<file path="config.mk">
export PLATFORM = sky130hd
export DESIGN_NAME = fepc_back
export DESIGN_NICKNAME = d
export VERILOG_FILES = /design/src/rtl/fepc_pkg.sv /design/src/rtl/fepc_back.sv
export SDC_FILE = /design/constraint.sdc
export NUM_CORES = 1
export LEC_CHECK = 0
export BUFFER_PORTS_ARGS = -buffer_cell sky130_fd_sc_hd__buf_2
export CORE_MARGIN = 2
export CORE_UTILIZATION = 50
export DETAILED_ROUTE_END_ITERATION = 16
export PLACE_DENSITY = 0.82
export RECOVER_POWER = 100
export SYNTH_ARGS = -nofsm -noshare
export SYNTH_HDL_FRONTEND = slang
export SYNTH_SLANG_ARGS = --single-unit
</file>
<file path="constraint.sdc">
create_clock -name clk -period 4.7 [get_ports clk]
set_input_delay 0.94 -clock clk [delete_from_list [all_inputs] [get_ports clk]]
set_output_delay 0.94 -clock clk [all_outputs]
set_load 0.01 [all_outputs]
</file>
<file path="src/rtl/fepc_pkg.sv">
// Shared constants, codes and the job command type of the flash erase/program controller.
package fepc_pkg;

  localparam int unsigned FEPC_FLASH_BYTES = 2097152;

  localparam int OP_W     = 3;
  localparam int ADDR_W   = 22;
  localparam int LEN_W    = 22;
  localparam int IDX_W    = 21;
  localparam int BYTE_W   = 8;
  localparam int STATUS_W = 2;

  localparam int QUEUE_DEPTH = 2;

  localparam logic [BYTE_W-1:0] ERASED_RESET = 8'hFF;

  localparam logic [OP_W-1:0] OP_ERASE   = 3'd0;
  localparam logic [OP_W-1:0] OP_WRITE   = 3'd1;
  localparam logic [OP_W-1:0] OP_READ    = 3'd2;
  localparam logic [OP_W-1:0] OP_COMPARE = 3'd3;
  localparam logic [OP_W-1:0] OP_BLANK   = 3'd4;

  localparam logic [STATUS_W-1:0] ST_OK        = 2'd0;
  localparam logic [STATUS_W-1:0] ST_RANGE     = 2'd1;
  localparam logic [STATUS_W-1:0] ST_NOT_BLANK = 2'd2;
  localparam logic [STATUS_W-1:0] ST_MISMATCH  = 2'd3;

  typedef enum logic [2:0] {
    JOB_REJECT,
    JOB_ERASE,
    JOB_WRITE,
    JOB_READ,
    JOB_COMPARE,
    JOB_BLANK
  } job_kind_t;

  typedef struct packed {
    job_kind_t           kind;
    logic                first;
    logic                in_job;
    logic                done;
    logic [ADDR_W-1:0]   start;
    logic [LEN_W-1:0]    len;
    logic [ADDR_W:0]     addr;
    logic [BYTE_W-1:0]   data;
  } job_cmd_t;

endpackage

</file>
<file path="src/rtl/fepc_back.sv">
// Sequencer: clears the array after reset and carries out job commands on the flash store.
module fepc_back import fepc_pkg::*; #(
  parameter int unsigned FLASH_BYTES = FEPC_FLASH_BYTES
) (
  input  logic                           clk,
  input  logic                           rst,
  input  logic                           cfg_we,
  input  logic [BYTE_W-1:0]              cfg_wdata,
  input  logic                           q_valid,
  input  job_cmd_t                       q_head,
  output logic                           q_pop,
  output logic                           clearing,
  output logic                           ram_we,
  output logic [$clog2(FLASH_BYTES)-1:0] ram_waddr,
  output logic [BYTE_W-1:0]              ram_wdata,
  output logic [$clog2(FLASH_BYTES)-1:0] ram_raddr,
  input  logic [BYTE_W-1:0]              ram_rdata,
  output logic                           out_valid,
  input  logic                           out_ready,
  output logic [STATUS_W-1:0]            status,
  output logic [BYTE_W-1:0]              read_byte,
  output logic                           job_done
);

  localparam int AW = $clog2(FLASH_BYTES);

  typedef enum logic [2:0] {
    S_CLEAR,
    S_IDLE,
    S_ERASE,
    S_SCAN,
    S_READ,
    S_EMIT
  } state_t;

  state_t              state;
  logic [AW-1:0]       clr_addr;
  job_cmd_t            job;
  logic [LEN_W-1:0]    cnt;
  logic                scan_ok;
  logic                rd_pend;
  logic                write_allowed;
  logic                compare_failed;
  logic [BYTE_W-1:0]   erased_value;
  logic [STATUS_W-1:0] res_status;
  logic [BYTE_W-1:0]   res_byte;
  logic                res_done;

  logic [AW-1:0]       walk_addr;
  logic [AW-1:0]       head_addr;
  logic [AW-1:0]       job_addr;
  logic                walk_end;
  logic                ok_now;
  logic                cf_hold;
  logic                cf_read;

  assign clearing = state == S_CLEAR;
  assign q_pop    = (state == S_IDLE) && q_valid;

  always_comb begin
    walk_addr = AW'(32'(job.start) + 32'(cnt));
    head_addr = AW'(q_head.addr);
    job_addr  = AW'(job.addr);
    walk_end  = cnt == job.len;
    // The byte read in the previous cycle of a walk is checked here.
    ok_now    = scan_ok && !(rd_pend && (ram_rdata != erased_value));
    cf_hold   = q_head.first ? 1'b0 : compare_failed;
    cf_read   = (job.first ? 1'b0 : compare_failed) || (ram_rdata != job.data);

    ram_we    = 1'b0;
    ram_waddr = '0;
    ram_wdata = erased_value;
    ram_raddr = '0;

    unique case (state)
      S_CLEAR: begin
        ram_we    = 1'b1;
        ram_waddr = clr_addr;
        ram_wdata = ERASED_RESET;
      end
      S_IDLE: begin
        if (q_valid) begin
          ram_raddr = head_addr;
          if ((q_head.kind == JOB_WRITE) && !q_head.first && write_allowed &&
              q_head.in_job) begin
            ram_we    = 1'b1;
            ram_waddr = head_addr;
            ram_wdata = q_head.data;
          end
        end
      end
      S_ERASE: begin
        if (!walk_end) begin
          ram_we    = 1'b1;
          ram_waddr = walk_addr;
        end
      end
      S_SCAN: begin
        ram_raddr = walk_addr;
        if (walk_end && (job.kind == JOB_WRITE) && ok_now && job.in_job) begin
          ram_we    = 1'b1;
          ram_waddr = job_addr;
          ram_wdata = job.data;
        end
      end
      default: ;
    endcase
  end

  always_ff @(posedge clk) begin
    if (rst) begin
      state          <= S_CLEAR;
      clr_addr       <= '0;
      out_valid      <= 1'b0;
      rd_pend        <= 1'b0;
      write_allowed  <= 1'b0;
      compare_failed <= 1'b0;
      erased_value   <= ERASED_RESET;
    end else begin
      if (cfg_we) begin
        erased_value <= cfg_wdata;
      end
      if (out_valid && out_ready) begin
        out_valid <= 1'b0;
      end
      rd_pend <= 1'b0;

      unique case (state)
        S_CLEAR: begin
          clr_addr <= clr_addr + AW'(1);
          if (clr_addr == AW'(FLASH_BYTES - 1)) begin
            state <= S_IDLE;
          end
        end

        S_IDLE: begin
          if (q_valid) begin
            job        <= q_head;
            cnt        <= '0;
            scan_ok    <= 1'b1;
            res_status <= ST_OK;
            res_byte   <= '0;
            res_done   <= q_head.done;
            unique case (q_head.kind)
              JOB_REJECT: begin
                res_status <= ST_RANGE;
                state      <= S_EMIT;
              end
              JOB_ERASE: state <= S_ERASE;
              JOB_BLANK: state <= S_SCAN;
              JOB_WRITE: begin
                if (q_head.first) begin
                  state <= S_SCAN;
                end else begin
                  if (!write_allowed) begin
                    res_status <= ST_NOT_BLANK;
                  end
                  state <= S_EMIT;
                end
              end
              JOB_READ, JOB_COMPARE: begin
                if (q_head.in_job) begin
                  state <= S_READ;
                end else begin
                  if (q_head.kind == JOB_COMPARE) begin
                    compare_failed <= cf_hold;
                    if (cf_hold) begin
                      res_status <= ST_MISMATCH;
                    end
                  end
                  state <= S_EMIT;
                end
              end
              default: begin
                res_status <= ST_RANGE;
                state      <= S_EMIT;
              end
            endcase
          end
        end

        S_ERASE: begin
          if (walk_end) begin
            state <= S_EMIT;
          end else begin
            cnt <= cnt + LEN_W'(1);
          end
        end

        S_SCAN: begin
          scan_ok <= ok_now;
          if (walk_end) begin
            if (job.kind == JOB_WRITE) begin
              write_allowed <= ok_now;
            end
            if (!ok_now) begin
              res_status <= ST_NOT_BLANK;
            end
            state <= S_EMIT;
          end else begin
            cnt     <= cnt + LEN_W'(1);
            rd_pend <= 1'b1;
          end
        end

        S_READ: begin
          if (job.kind == JOB_READ) begin
            res_byte <= ram_rdata;
          end else begin
            compare_failed <= cf_read;
            if (cf_read) begin
              res_status <= ST_MISMATCH;
            end
          end
          state <= S_EMIT;
        end

        S_EMIT: begin
          if (!out_valid || out_ready) begin
            out_valid <= 1'b1;
            status    <= res_status;
            read_byte <= res_byte;
            job_done  <= res_done;
            state     <= S_IDLE;
          end
        end

        default: state <= S_IDLE;
      endcase
    end
  end

endmodule

</file>
==> results of run 1 <==
power breakdown:
group	total (mW)	internal, mW	switching [mW]
logic	0.374	0.145	0.229
clock network	1.46	0.895	0.564
registers	1.58	1.55	0.0381
total	3.42	2.59	0.831
Yosys cell counts (all sizes together) (8+ instances only):
| master | n |
|---|---|
| a211o | 8 |
| a21o | 9 |
| a21oi | 36 |
| a221o | 15 |
| a22o | 34 |
| and2 | 11 |
| and3 | 12 |
| clkbuf | 27 |
| dfxtp | 36 |
| edfxtp | 122 |
| ha | 22 |
| inv | 13 |
| nand2 | 44 |
| nand2b | 9 |
| nand3 | 20 |
| nand4 | 20 |
| nor2 | 68 |
| nor2b | 16 |
| nor3 | 13 |
| o21ai | 27 |
| or3 | 11 |
| xnor2 | 36 |
| xor2 | 53 |
flip-flops by register name, indices dropped and copies added (netlist names), 2 cells and up:
register	cells
state	3
status	2
res_status	2
cnt	22
clr_addr	21
job	77
erased_value	8
read_byte	8
res_byte	8
worst paths after layout:
check,cells past startpoint,endpoint,startpoint
worst min register to register,0,read_byte[7],res_byte[7]
worst min-delay path,0,read_byte[7],res_byte[7]
worst max-delay path,8,ram_waddr[10],cnt[17]
worst max register to register,5,job[69],state[0]
kinds of logic (layout without fill, tap and decap cells):
family          count (synthesis)  in the layout  share of synthesized area
simple gates                  244            244                      0.152
compound gates                180            180                      0.160
flops                         158            158                      0.531
xor+xnor                       89             89                     0.0944
buf+inv                        47            221                     0.0227
fa+ha+maj                      23             23                     0.0358
mux                             4              4                    0.00485
other cells                     0              1                          0
metal layers:
metal	wire (um)	part of all wire	track usage	vias up
met5	16	0.00076	0	-
met4	612	0.029	0.103	2
met3	1570	0.074	0.0540	44
met2	10100	0.48	0.399	329
met1	8740	0.41	0.306	3151
li1	-	-	-	3135
metrics by stage:
step | utilization | cell area (um^2) | hold slack, ns | std cells
floorplan | - | 8260 | 0.400 | 745
global placement | 0.584 | 9340 | 0.401 | 1103
detailed placement | 0.584 | 9340 | 0.406 | 1103
CTS | 0.622 | 9960 | 0.421 | 1135
global route | 0.612 | 9800 | 0.421 | 1136
finish | 0.612 | 9800 | 0.419 | 1136
final cells by class:
class	instances	area share
tap	216	0.0276
clock inverter	12	0.0188
sequential	158	0.448
multi-input combinational	540	0.378
inverter	13	0.00498
clock buffer	20	0.0446
timing repair buffer	176	0.0785
antenna	1	0.000255
worst reg2reg max path, cell delays in order, from the launching register on:
cell,delay (ns)
dfxtp_1,0.56
nand2b_1,0.39
nor2_1,0.18
nand2_1,0.12
nor2_1,1.41
clkbuf_4,0.96
==> metrics.txt, run 1 <==
# TYPE chip_impl_metric gauge
chip_impl_info{name="commonest_non_fill_non_tap_cell_in_the_layout",value="edfxtp_1"} 1
chip_impl_metric{name="finalWorstSetupSlack",unit="ns"} 0.319
chip_impl_metric{name="clock_tree.htree_level_count",unit=""} 4
chip_impl_metric{name="worst_skew",unit="ns"} 0.00909
chip_impl_metric{name="cts_buffers",unit=""} 17
chip_impl_metric{name="cp_slowest_stage_delay",unit="ns"} 0.58
chip_impl_metric{name="synth_sequential_area_ratio",unit=""} 0.531
chip_impl_metric{name="clk_pin_slew",unit="ns"} 0.06
chip_impl_metric{name="post-dp-hpwl",unit="um"} 15100
chip_impl_metric{name="final_antenna_net_count",unit=""} 0
chip_impl_metric{name="post_synth_inst_count",unit=""} 745
chip_impl_info{name="path_class",value="flop to output port"} 1
chip_impl_metric{name="synthesis.area_per_instance",unit="um^2"} 11.1
chip_impl_metric{name="multi_input_gate_area",unit="um^2"} 3700
chip_impl_metric{name="cts_hold_buf",unit=""} 0
chip_impl_info{name="cp_top_family",value="simple AND/OR/NAND/NOR gates"} 1
chip_impl_metric{name="syn2layout_area_growth",unit="%"} 18.6
chip_impl_info{name="clock_tree.root_cell",value="clkbuf_16"} 1
chip_impl_metric{name="maximum_achievable_frequency",unit="MHz"} 228
chip_impl_info{name="cp_slowest_cell",value="nor4_4"} 1
chip_impl_metric{name="synth_enable_flop_cells",unit=""} 122
chip_impl_metric{name="num_rows",unit=""} 46
chip_impl_metric{name="drive_gt1_frac",unit=""} 0.122
chip_impl_metric{name="floorplan.initialDensity",unit=""} 0.516
chip_impl_metric{name="layout.filler_cells",unit=""} 1332
chip_impl_info{name="mostFrequentLayoutCells",value="122 x edfxtp_1, 102 x clkbuf_1, 71 x buf_2"} 1
chip_impl_metric{name="finalCritPeriodShare",unit=""} 0.932
chip_impl_metric{name="post_synth_num_cell_types",unit=""} 58
chip_impl_info{name="netlist.top_cell.by_area",value="edfxtp_1"} 1
chip_impl_metric{name="dp_slack",unit="ns"} 0.857
chip_impl_info{name="worstHoldPathType",value="flop to flop"} 1
chip_impl_metric{name="min_period",unit="ns"} 4.38
chip_impl_metric{name="grt_first_pass_wirelength",unit="um"} 33200
chip_impl_metric{name="finalSetupTns",unit="ns"} 0
chip_impl_metric{name="maxSlewHeadroom",unit=""} -0.302
chip_impl_metric{name="route.vias.total",unit=""} 6661
chip_impl_info{name="grt_setup_unrepaired",value="no"} 1
chip_impl_metric{name="postSynth.asyncResetShare",unit=""} 0
chip_impl_metric{name="global_route.usage.total",unit=""} 0.241
chip_impl_metric{name="cp_data_required_time",unit="ns"} 3.76
chip_impl_metric{name="first_pass_iters",unit=""} 5
chip_impl_metric{name="io_pins",unit=""} 167
chip_impl_metric{name="grt_pass1_vias",unit=""} 6392
chip_impl_metric{name="worstMarginPinSlew",unit="ns"} 1.95
chip_impl_metric{name="grt_start_max_net_pins",unit=""} 59
chip_impl_metric{name="avg_vias_per_cell",unit=""} 5.86
chip_impl_metric{name="power_leakage",unit="nW"} 3.53
chip_impl_metric{name="ys_ff_latch",unit=""} 158
chip_impl_metric{name="ctsResizeCount",unit=""} 0
chip_impl_metric{name="cp_max_fo",unit=""} 23
chip_impl_metric{name="die_width",unit="um"} 133
chip_impl_metric{name="worst_ep_arrival_time",unit="ns"} 3.44
chip_impl_metric{name="route.final.wire_length",unit="um"} 21100
chip_impl_metric{name="detail_route.drc_violations",unit=""} 0
chip_impl_info{name="run_status",value="finished, violations left"} 1
chip_impl_info{name="ys_flop_type",value="edfxtp_1"} 1
chip_impl_metric{name="post_cts_setup_bufs",unit=""} 0
chip_impl_metric{name="seq_area",unit="um^2"} 4380
chip_impl_metric{name="regToRegSetupSlack",unit="ns"} 0.71
chip_impl_info{name="crit_path_cell_trace",value="xor2_1 -> nor4_1 -> nand4_1 -> nor4_4 -> and3_1 -> clkbuf_2 -> a221o_1 -> clkbuf_1"} 1
chip_impl_info{name="tritoncts",value="built"} 1
chip_impl_metric{name="power_density",unit="nW/um^2"} 349
chip_impl_metric{name="antenna_found_initial",unit=""} 2
chip_impl_metric{name="yosys_warnings",unit=""} 0
chip_impl_metric{name="cts_num_sinks",unit=""} 158
chip_impl_info{name="failed_checks",value="max-capacitance violations, max-slew violations"} 1
chip_impl_metric{name="nNetsFinal",unit=""} 1031
chip_impl_metric{name="routabilityCongestion",unit=""} 0.932
chip_impl_metric{name="timing.critical_path.buf_inv",unit=""} 2
chip_impl_metric{name="core_area",unit="um^2"} 16000
chip_impl_info{name="critPathLaunchType",value="flop"} 1
chip_impl_metric{name="clock_latency",unit="ns"} 0.43
chip_impl_metric{name="syn_area",unit="um^2"} 8260
chip_impl_metric{name="synth_fp_nets",unit=""} 870
chip_impl_metric{name="numPortBuffers",unit=""} 163
chip_impl_metric{name="grt.overflow.total",unit=""} 0
chip_impl_metric{name="cap_violations",unit=""} 2
chip_impl_metric{name="drt_first_iter_violations",unit=""} 664
chip_impl_info{name="critPathCaptureType",value="output port"} 1
chip_impl_metric{name="vert_die_dim",unit="um"} 133
chip_impl_metric{name="die_footprint",unit="um^2"} 17600
chip_impl_metric{name="yosysTopAreaCellShare",unit=""} 0.444
chip_impl_metric{name="post_drt_wl_per_cell",unit="um"} 18.6
chip_impl_info{name="post_synth_main_area_contributors",value="edfxtp_1 44%, dfxtp_1 8.7%, xor2_1 5.6%"} 1
chip_impl_metric{name="hold_violations",unit=""} 0
chip_impl_metric{name="clk_path_buf_depth",unit=""} 2
chip_impl_metric{name="slew_viol_final",unit=""} 64
chip_impl_metric{name="power.total",unit="mW"} 3.42
chip_impl_metric{name="setup_viol_count_final",unit=""} 0
chip_impl_metric{name="worst_ir_drop_vdd",unit="uV"} 266
Note: power is estimated with default switching activity, not from simulation.
==> run 2: changes to the inputs <==
- CORE_UTILIZATION: 50 -> 56
- PLACE_DENSITY: 0.82 -> 0.86
- clock period: 4.7 -> 4.11 ns (I/O delays scaled with it)
==> metrics.txt, run 2 (synthesis results as in run 1) <==
# TYPE chip_impl_metric gauge
chip_impl_info{name="run_status",value="finished, violations left"} 1
chip_impl_info{name="failed_checks",value="max-capacitance violations, max-slew violations"} 1
chip_impl_metric{name="hold_violations",unit=""} 0
chip_impl_metric{name="io_pins",unit=""} 167
chip_impl_metric{name="finish.utilization",unit=""} 0.681
chip_impl_metric{name="grt_pass1_vias",unit=""} 6380
chip_impl_metric{name="vert_die_dim",unit="um"} 125
chip_impl_metric{name="grt.overflow.total",unit=""} 0
chip_impl_metric{name="largest_register_ff_count",unit=""} 77
chip_impl_metric{name="min_period",unit="ns"} 4.05
chip_impl_info{name="grt_setup_unrepaired",value="yes"} 1
chip_impl_metric{name="core_area",unit="um^2"} 14500
chip_impl_metric{name="seq_area",unit="um^2"} 4380
chip_impl_info{name="worstHoldPathType",value="flop to flop"} 1
chip_impl_metric{name="maxSlewHeadroom",unit=""} -0.394
chip_impl_metric{name="grt_start_max_net_pins",unit=""} 43
chip_impl_info{name="top_register",value="job"} 1
chip_impl_metric{name="clock_latency",unit="ns"} 0.43
chip_impl_metric{name="worst_skew",unit="ns"} 0.00755
chip_impl_metric{name="syn2layout_area_growth",unit="%"} 19.4
chip_impl_metric{name="cell_internal_pwr",unit="mW"} 2.90
chip_impl_metric{name="post_drt_wl_per_cell",unit="um"} 18.9
chip_impl_metric{name="cts_num_sinks",unit=""} 158
chip_impl_metric{name="antenna_found_initial",unit=""} 0
chip_impl_metric{name="cp_max_fo",unit=""} 7
chip_impl_metric{name="multi_input_gate_area",unit="um^2"} 3730
chip_impl_metric{name="drive_gt1_frac",unit=""} 0.158
chip_impl_info{name="setup.worst_path.start",value="cnt[13]"} 1
chip_impl_metric{name="global_route.usage.total",unit=""} 0.261
chip_impl_metric{name="final_antenna_net_count",unit=""} 0
chip_impl_info{name="tritoncts",value="built"} 1
chip_impl_info{name="critPathLaunchType",value="flop"} 1
chip_impl_metric{name="die_footprint",unit="um^2"} 15700
chip_impl_metric{name="post-dp-hpwl",unit="um"} 15200
chip_impl_metric{name="power.total",unit="mW"} 3.83
chip_impl_metric{name="worstMarginPinSlew",unit="ns"} 2.09
chip_impl_metric{name="worst_ep_arrival_time",unit="ns"} 3.22
chip_impl_metric{name="layout.filler_cells",unit=""} 1112
chip_impl_metric{name="clk_path_buf_depth",unit=""} 2
chip_impl_metric{name="cap_violations",unit=""} 1
chip_impl_info{name="path_class",value="flop to output port"} 1
chip_impl_metric{name="first_pass_iters",unit=""} 6
chip_impl_metric{name="avg_vias_per_cell",unit=""} 6.05
chip_impl_info{name="timing.critical_path.to",value="ram_waddr[18]"} 1
chip_impl_metric{name="route.final.wire_length",unit="um"} 21100
chip_impl_metric{name="grt_first_pass_wirelength",unit="um"} 32300
chip_impl_metric{name="worst_ir_drop_vdd",unit="uV"} 359
chip_impl_metric{name="fin_worst_hold_slack",unit="ns"} 0.417
chip_impl_info{name="mostFrequentLayoutCells",value="122 x edfxtp_1, 86 x clkbuf_1, 78 x buf_2"} 1
chip_impl_metric{name="power_leakage",unit="nW"} 3.65
chip_impl_info{name="worstReg2RegStart",value="state[0]"} 1
chip_impl_metric{name="p_switching",unit="uW"} 934
chip_impl_metric{name="seq_power_share",unit=""} 0.473
chip_impl_metric{name="cts_buffers",unit=""} 17
chip_impl_metric{name="detail_route.drc_violations",unit=""} 0
chip_impl_metric{name="floorplan.initialDensity",unit=""} 0.570
chip_impl_metric{name="p_clk_frac",unit=""} 0.413
chip_impl_metric{name="power.share.combinational",unit=""} 0.115
chip_impl_info{name="rr_endpoint",value="cnt[18]"} 1
chip_impl_metric{name="clk_pin_slew",unit="ns"} 0.06
chip_impl_metric{name="num_rows",unit=""} 44
chip_impl_metric{name="numPortBuffers",unit=""} 163
chip_impl_metric{name="slew_viol_final",unit=""} 43
chip_impl_info{name="reg.largest.list",value="job: 77 flops, cnt: 22 flops, clr_addr: 21 flops"} 1
chip_impl_metric{name="antenna-diode-count",unit=""} 0
chip_impl_metric{name="worst_r2r_path_depth",unit=""} 7
chip_impl_info{name="critPathCaptureType",value="output port"} 1
chip_impl_info{name="commonest_non_fill_non_tap_cell_in_the_layout",value="edfxtp_1"} 1
chip_impl_metric{name="finalSetupTns",unit="ns"} 0
chip_impl_metric{name="die_width",unit="um"} 125
chip_impl_metric{name="cts_hold_buf",unit=""} 0
chip_impl_metric{name="finalCritPeriodShare",unit=""} 0.984
chip_impl_metric{name="clock_tree.htree_level_count",unit=""} 4
chip_impl_metric{name="maximum_achievable_frequency",unit="MHz"} 247
chip_impl_metric{name="nNetsFinal",unit=""} 1044
chip_impl_info{name="clock_tree.root_cell",value="clkbuf_16"} 1
chip_impl_metric{name="routabilityCongestion",unit=""} 0.939
chip_impl_metric{name="drt_first_iter_violations",unit=""} 646
chip_impl_metric{name="regToRegSetupSlack",unit="ns"} 0.52
chip_impl_metric{name="cp_data_required_time",unit="ns"} 3.29
chip_impl_metric{name="switching_share",unit=""} 0.244
chip_impl_metric{name="route.vias.total",unit=""} 6751
chip_impl_metric{name="power_density",unit="nW/um^2"} 388
chip_impl_metric{name="setup_viol_count_final",unit=""} 0
run 2: cell types whose count changed in the layout (fill, tap and decap cells not counted), moves of 3 or more:
cell | before | now
clkbuf_2 | 1 | 12
buf_2 | 71 | 78
clkinv_2 | 0 | 3
buf_4 | 4 | 16
clkbuf_1 | 102 | 86
run 2: per-layer routing:
layer | up-vias | wire [um] | GRT usage
li1 | 3155 | - | -
met1 | 3192 | 8460 | 0.338
met2 | 362 | 10300 | 0.430
met3 | 42 | 1720 | 0.0586
met4 | 0 | 575 | 0.102
met5 | - | 0 | 0
run 2: power groups by stage:
stage	clock (mW)	sequential, mW	combinational (mW)
after floorplan	0	1.83	0.273
after global placement	0	1.84	0.426
after detailed placement	0	1.84	0.438
after CTS	1.59	1.81	0.443
after global routing	1.66	1.81	0.479
final	1.58	1.81	0.439
run 2: how the worst min path moves through the flow:
stage	startpoint	to	slack (ns)	cells after the start
after global placement	res_byte[2]	read_byte[2]	0.40	0
after detailed placement	res_status[1]	status[1]	0.41	0
after floorplan	res_done	job_done	0.40	0
final	res_status[1]	status[1]	0.42	0
after CTS	res_status[1]	status[1]	0.42	0
after global routing	res_status[1]	status[1]	0.43	0
run 2: per-stage QoR:
step / instance area (um^2) / std cells / setup WS (ns)
floorplan: 8260 / 745 / 0.461
finish: 9860 / 1116 / 0.0640
CTS: 9910 / 1108 / 0.0366
detailed placement: 9310 / 1074 / 0.418
global route: 9860 / 1116 / -0.0928
global placement: 9310 / 1074 / 0.444
run 2: area by class of cell:
type / instances / area share
sequential: 158 / 0.445
tap: 184 / 0.0233
clock buffer: 21 / 0.0447
clock inverter: 11 / 0.0147
timing repair buffer: 189 / 0.0898
multi-input combinational: 540 / 0.378
inverter: 13 / 0.00495
run 2: critical path: stages (launching register included):
cell	delay [ns]
edfxtp_1	0.52
ha_1	0.42
a21o_1	0.21
a221oi_2	0.34
o2bb2ai_1	0.13
a211oi_1	0.37
a21oi_1	0.15
xor2_1	0.18
a221o_1	0.33
buf_2	0.14
run 2: timing repair:
item                       4_1_cts  5_1_grt
pin swaps                        0        2
buffers inserted                 2        8
setup endpoints to repair        2        8
resized for setup                0       11
==> run 3: changes to the inputs <==
- CTS_CLUSTER_DIAMETER: not set -> 120
- clock period: 4.11 -> 4.2 ns (I/O delays scaled with it)
==> metrics.txt, run 3 (synthesis results as in run 1) <==
# TYPE chip_impl_metric gauge
chip_impl_info{name="run_status",value="finished, violations left"} 1
chip_impl_metric{name="worst_r2r_path_depth",unit=""} 8
chip_impl_metric{name="worst_skew",unit="ns"} 0.00748
chip_impl_info{name="mostFrequentLayoutCells",value="122 x edfxtp_1, 95 x clkbuf_1, 71 x buf_2"} 1
chip_impl_info{name="critPathCaptureType",value="output port"} 1
chip_impl_metric{name="routedLengthMet1",unit="um"} 8390
chip_impl_info{name="failed_checks",value="max-capacitance violations, max-slew violations"} 1
chip_impl_info{name="top_register",value="job"} 1
chip_impl_metric{name="power_density",unit="nW/um^2"} 370
chip_impl_metric{name="avg_vias_per_cell",unit=""} 6.11
chip_impl_metric{name="hold_violations",unit=""} 0
chip_impl_metric{name="finalSetupTns",unit="ns"} 0
chip_impl_metric{name="detailed_route_wirelength_on_metal2",unit="um"} 10500
chip_impl_info{name="reg.largest.list",value="job: 77 flops, cnt: 22 flops, clr_addr: 21 flops"} 1
chip_impl_metric{name="num_rows",unit=""} 44
chip_impl_metric{name="syn2layout_area_growth",unit="%"} 17.9
chip_impl_info{name="worstHoldPathType",value="flop to flop"} 1
chip_impl_metric{name="antenna_found_initial",unit=""} 0
chip_impl_metric{name="core_area",unit="um^2"} 14500
chip_impl_metric{name="first_pass_iters",unit=""} 5
chip_impl_metric{name="drt_first_iter_violations",unit=""} 727
chip_impl_metric{name="floorplan.initialDensity",unit=""} 0.570
chip_impl_metric{name="io_pins",unit=""} 167
chip_impl_metric{name="post_drt_wl_per_cell",unit="um"} 19.1
chip_impl_metric{name="cts_hold_buf",unit=""} 0
chip_impl_metric{name="grt_first_pass_wirelength",unit="um"} 32800
chip_impl_metric{name="hold-path-cell-count",unit=""} 0
chip_impl_metric{name="min_period",unit="ns"} 4.10
chip_impl_metric{name="clk_pin_slew",unit="ns"} 0.06
chip_impl_metric{name="finalCritPeriodShare",unit=""} 0.976
chip_impl_metric{name="clock_latency",unit="ns"} 0.44
chip_impl_metric{name="post-dp-hpwl",unit="um"} 15400
chip_impl_metric{name="worstMarginPinSlew",unit="ns"} 2.04
chip_impl_metric{name="maxSlewHeadroom",unit=""} -0.367
chip_impl_metric{name="power_leakage",unit="nW"} 3.53
chip_impl_metric{name="global_route.usage.total",unit=""} 0.267
chip_impl_metric{name="die_footprint",unit="um^2"} 15700
chip_impl_metric{name="grt.overflow.total",unit=""} 0
chip_impl_metric{name="maximum_achievable_frequency",unit="MHz"} 244
chip_impl_metric{name="drive_gt1_frac",unit=""} 0.133
chip_impl_info{name="grt_setup_unrepaired",value="no"} 1
chip_impl_metric{name="routabilityCongestion",unit=""} 0.927
chip_impl_metric{name="grt_pass1_vias",unit=""} 6530
chip_impl_metric{name="clk_path_buf_depth",unit=""} 2
chip_impl_info{name="commonest_non_fill_non_tap_cell_in_the_layout",value="edfxtp_1"} 1
chip_impl_metric{name="worst_ir_drop_vdd",unit="uV"} 279
chip_impl_metric{name="cp_data_required_time",unit="ns"} 3.36
chip_impl_metric{name="worst_ep_arrival_time",unit="ns"} 3.26
chip_impl_metric{name="cts_num_sinks",unit=""} 158
chip_impl_metric{name="final_antenna_net_count",unit=""} 0
chip_impl_metric{name="setup_viol_count_final",unit=""} 0
chip_impl_metric{name="regToRegSetupSlack",unit="ns"} 0.64
chip_impl_metric{name="cts_buffers",unit=""} 17
chip_impl_metric{name="clock_tree.htree_level_count",unit=""} 4
chip_impl_metric{name="largest_register_ff_count",unit=""} 77
chip_impl_metric{name="detail_route.drc_violations",unit=""} 0
chip_impl_metric{name="slew_viol_final",unit=""} 98
chip_impl_metric{name="fin_worst_hold_slack",unit="ns"} 0.424
chip_impl_metric{name="vert_die_dim",unit="um"} 125
chip_impl_metric{name="route.final.wire_length",unit="um"} 21200
chip_impl_metric{name="numPortBuffers",unit=""} 163
chip_impl_metric{name="layout.filler_cells",unit=""} 1125
chip_impl_metric{name="nNetsFinal",unit=""} 1036
chip_impl_info{name="tritoncts",value="built"} 1
chip_impl_metric{name="grt_start_max_net_pins",unit=""} 57
chip_impl_info{name="top_layer_used",value="met4"} 1
chip_impl_metric{name="die_width",unit="um"} 125
chip_impl_info{name="path_class",value="flop to output port"} 1
chip_impl_metric{name="cp_max_fo",unit=""} 10
chip_impl_metric{name="route.vias.total",unit=""} 6781
chip_impl_metric{name="cap_violations",unit=""} 3
chip_impl_info{name="clock_tree.root_cell",value="clkbuf_16"} 1
chip_impl_info{name="critPathLaunchType",value="flop"} 1
chip_impl_metric{name="met3WireLength",unit="um"} 1840
-- run 3: cell types whose count changed in the layout (fill, tap and decap cells not counted), moves of 2 or more --
cell and change:
clkinv_1 +2, clkbuf_1 +9, nor2_1 +2, clkinv_2 -3
buf_2 -7, o21ai_1 -2, o21ai_0 +2, inv_8 +2
buf_4 -6, clkbuf_2 -7, bufinv_16 -3, clkinv_4 +4
-- run 3: area by class of cell --
type                    instances  area (um^2)  area share
clock inverters                14          113      0.0116
diodes                          1         2.50    0.000257
multi-input cells             540         3700       0.380
repair buffers                181          828      0.0851
clock buffers                  18          429      0.0441
flip-flops and latches        158         4380       0.450
well taps                     184          230      0.0236
inverters                      13         48.8     0.00501
-- run 3: critical path, cell delays in order (launching register included) --
cell and delay [ns]:
edfxtp_1 0.51, xor2_1 0.19, nor4_1 0.40, nand4_1 0.24, nor4_4 0.36, buf_4 0.26
a31oi_1 0.26, o21ai_0 0.32, nand3_1 0.13, clkbuf_2 0.15
-- run 3: what timing repair did --
item | CTS | global route
setup buffers | 0 | 3
resized for setup | 0 | 3
endpoints found under the setup margin | 0 | 4
-- run 3: final timing paths --
path | startpoint | endpoint
min | res_status[1] | status[1]
min reg2reg | res_status[1] | status[1]
max | cnt[14] | ram_wdata[3]
max reg2reg | state[1] | clr_addr[19]
-- run 3: per-stage QoR --
step                      area (um^2)   util  power (mW)  cells  setup slack (ns)
final                            9740  0.672        3.61   1109            0.0997
after detailed placement         9310  0.643        2.23   1073             0.466
after floorplan                  8260      -        2.05    745             0.533
after CTS                        9850  0.681        3.62   1105            0.0150
after global routing             9730  0.672        3.73   1108           0.00468
after global placement           9310  0.643        2.22   1073             0.505
-- run 3: layer usage --
layer,global-route usage,vias to the layer above
met5,0,-
met3,0.0659,39
met4,0.0922,0
li1,-,3141
met2,0.448,356
met1,0.339,3245
-- run 3: report_power, final --
| group | internal [mW] | switching [mW] |
|---|---|---|
| combinational | 0.165 | 0.262 |
| clock | 0.764 | 0.646 |
| sequential | 1.73 | 0.0411 |
| total | 2.66 | 0.949 |
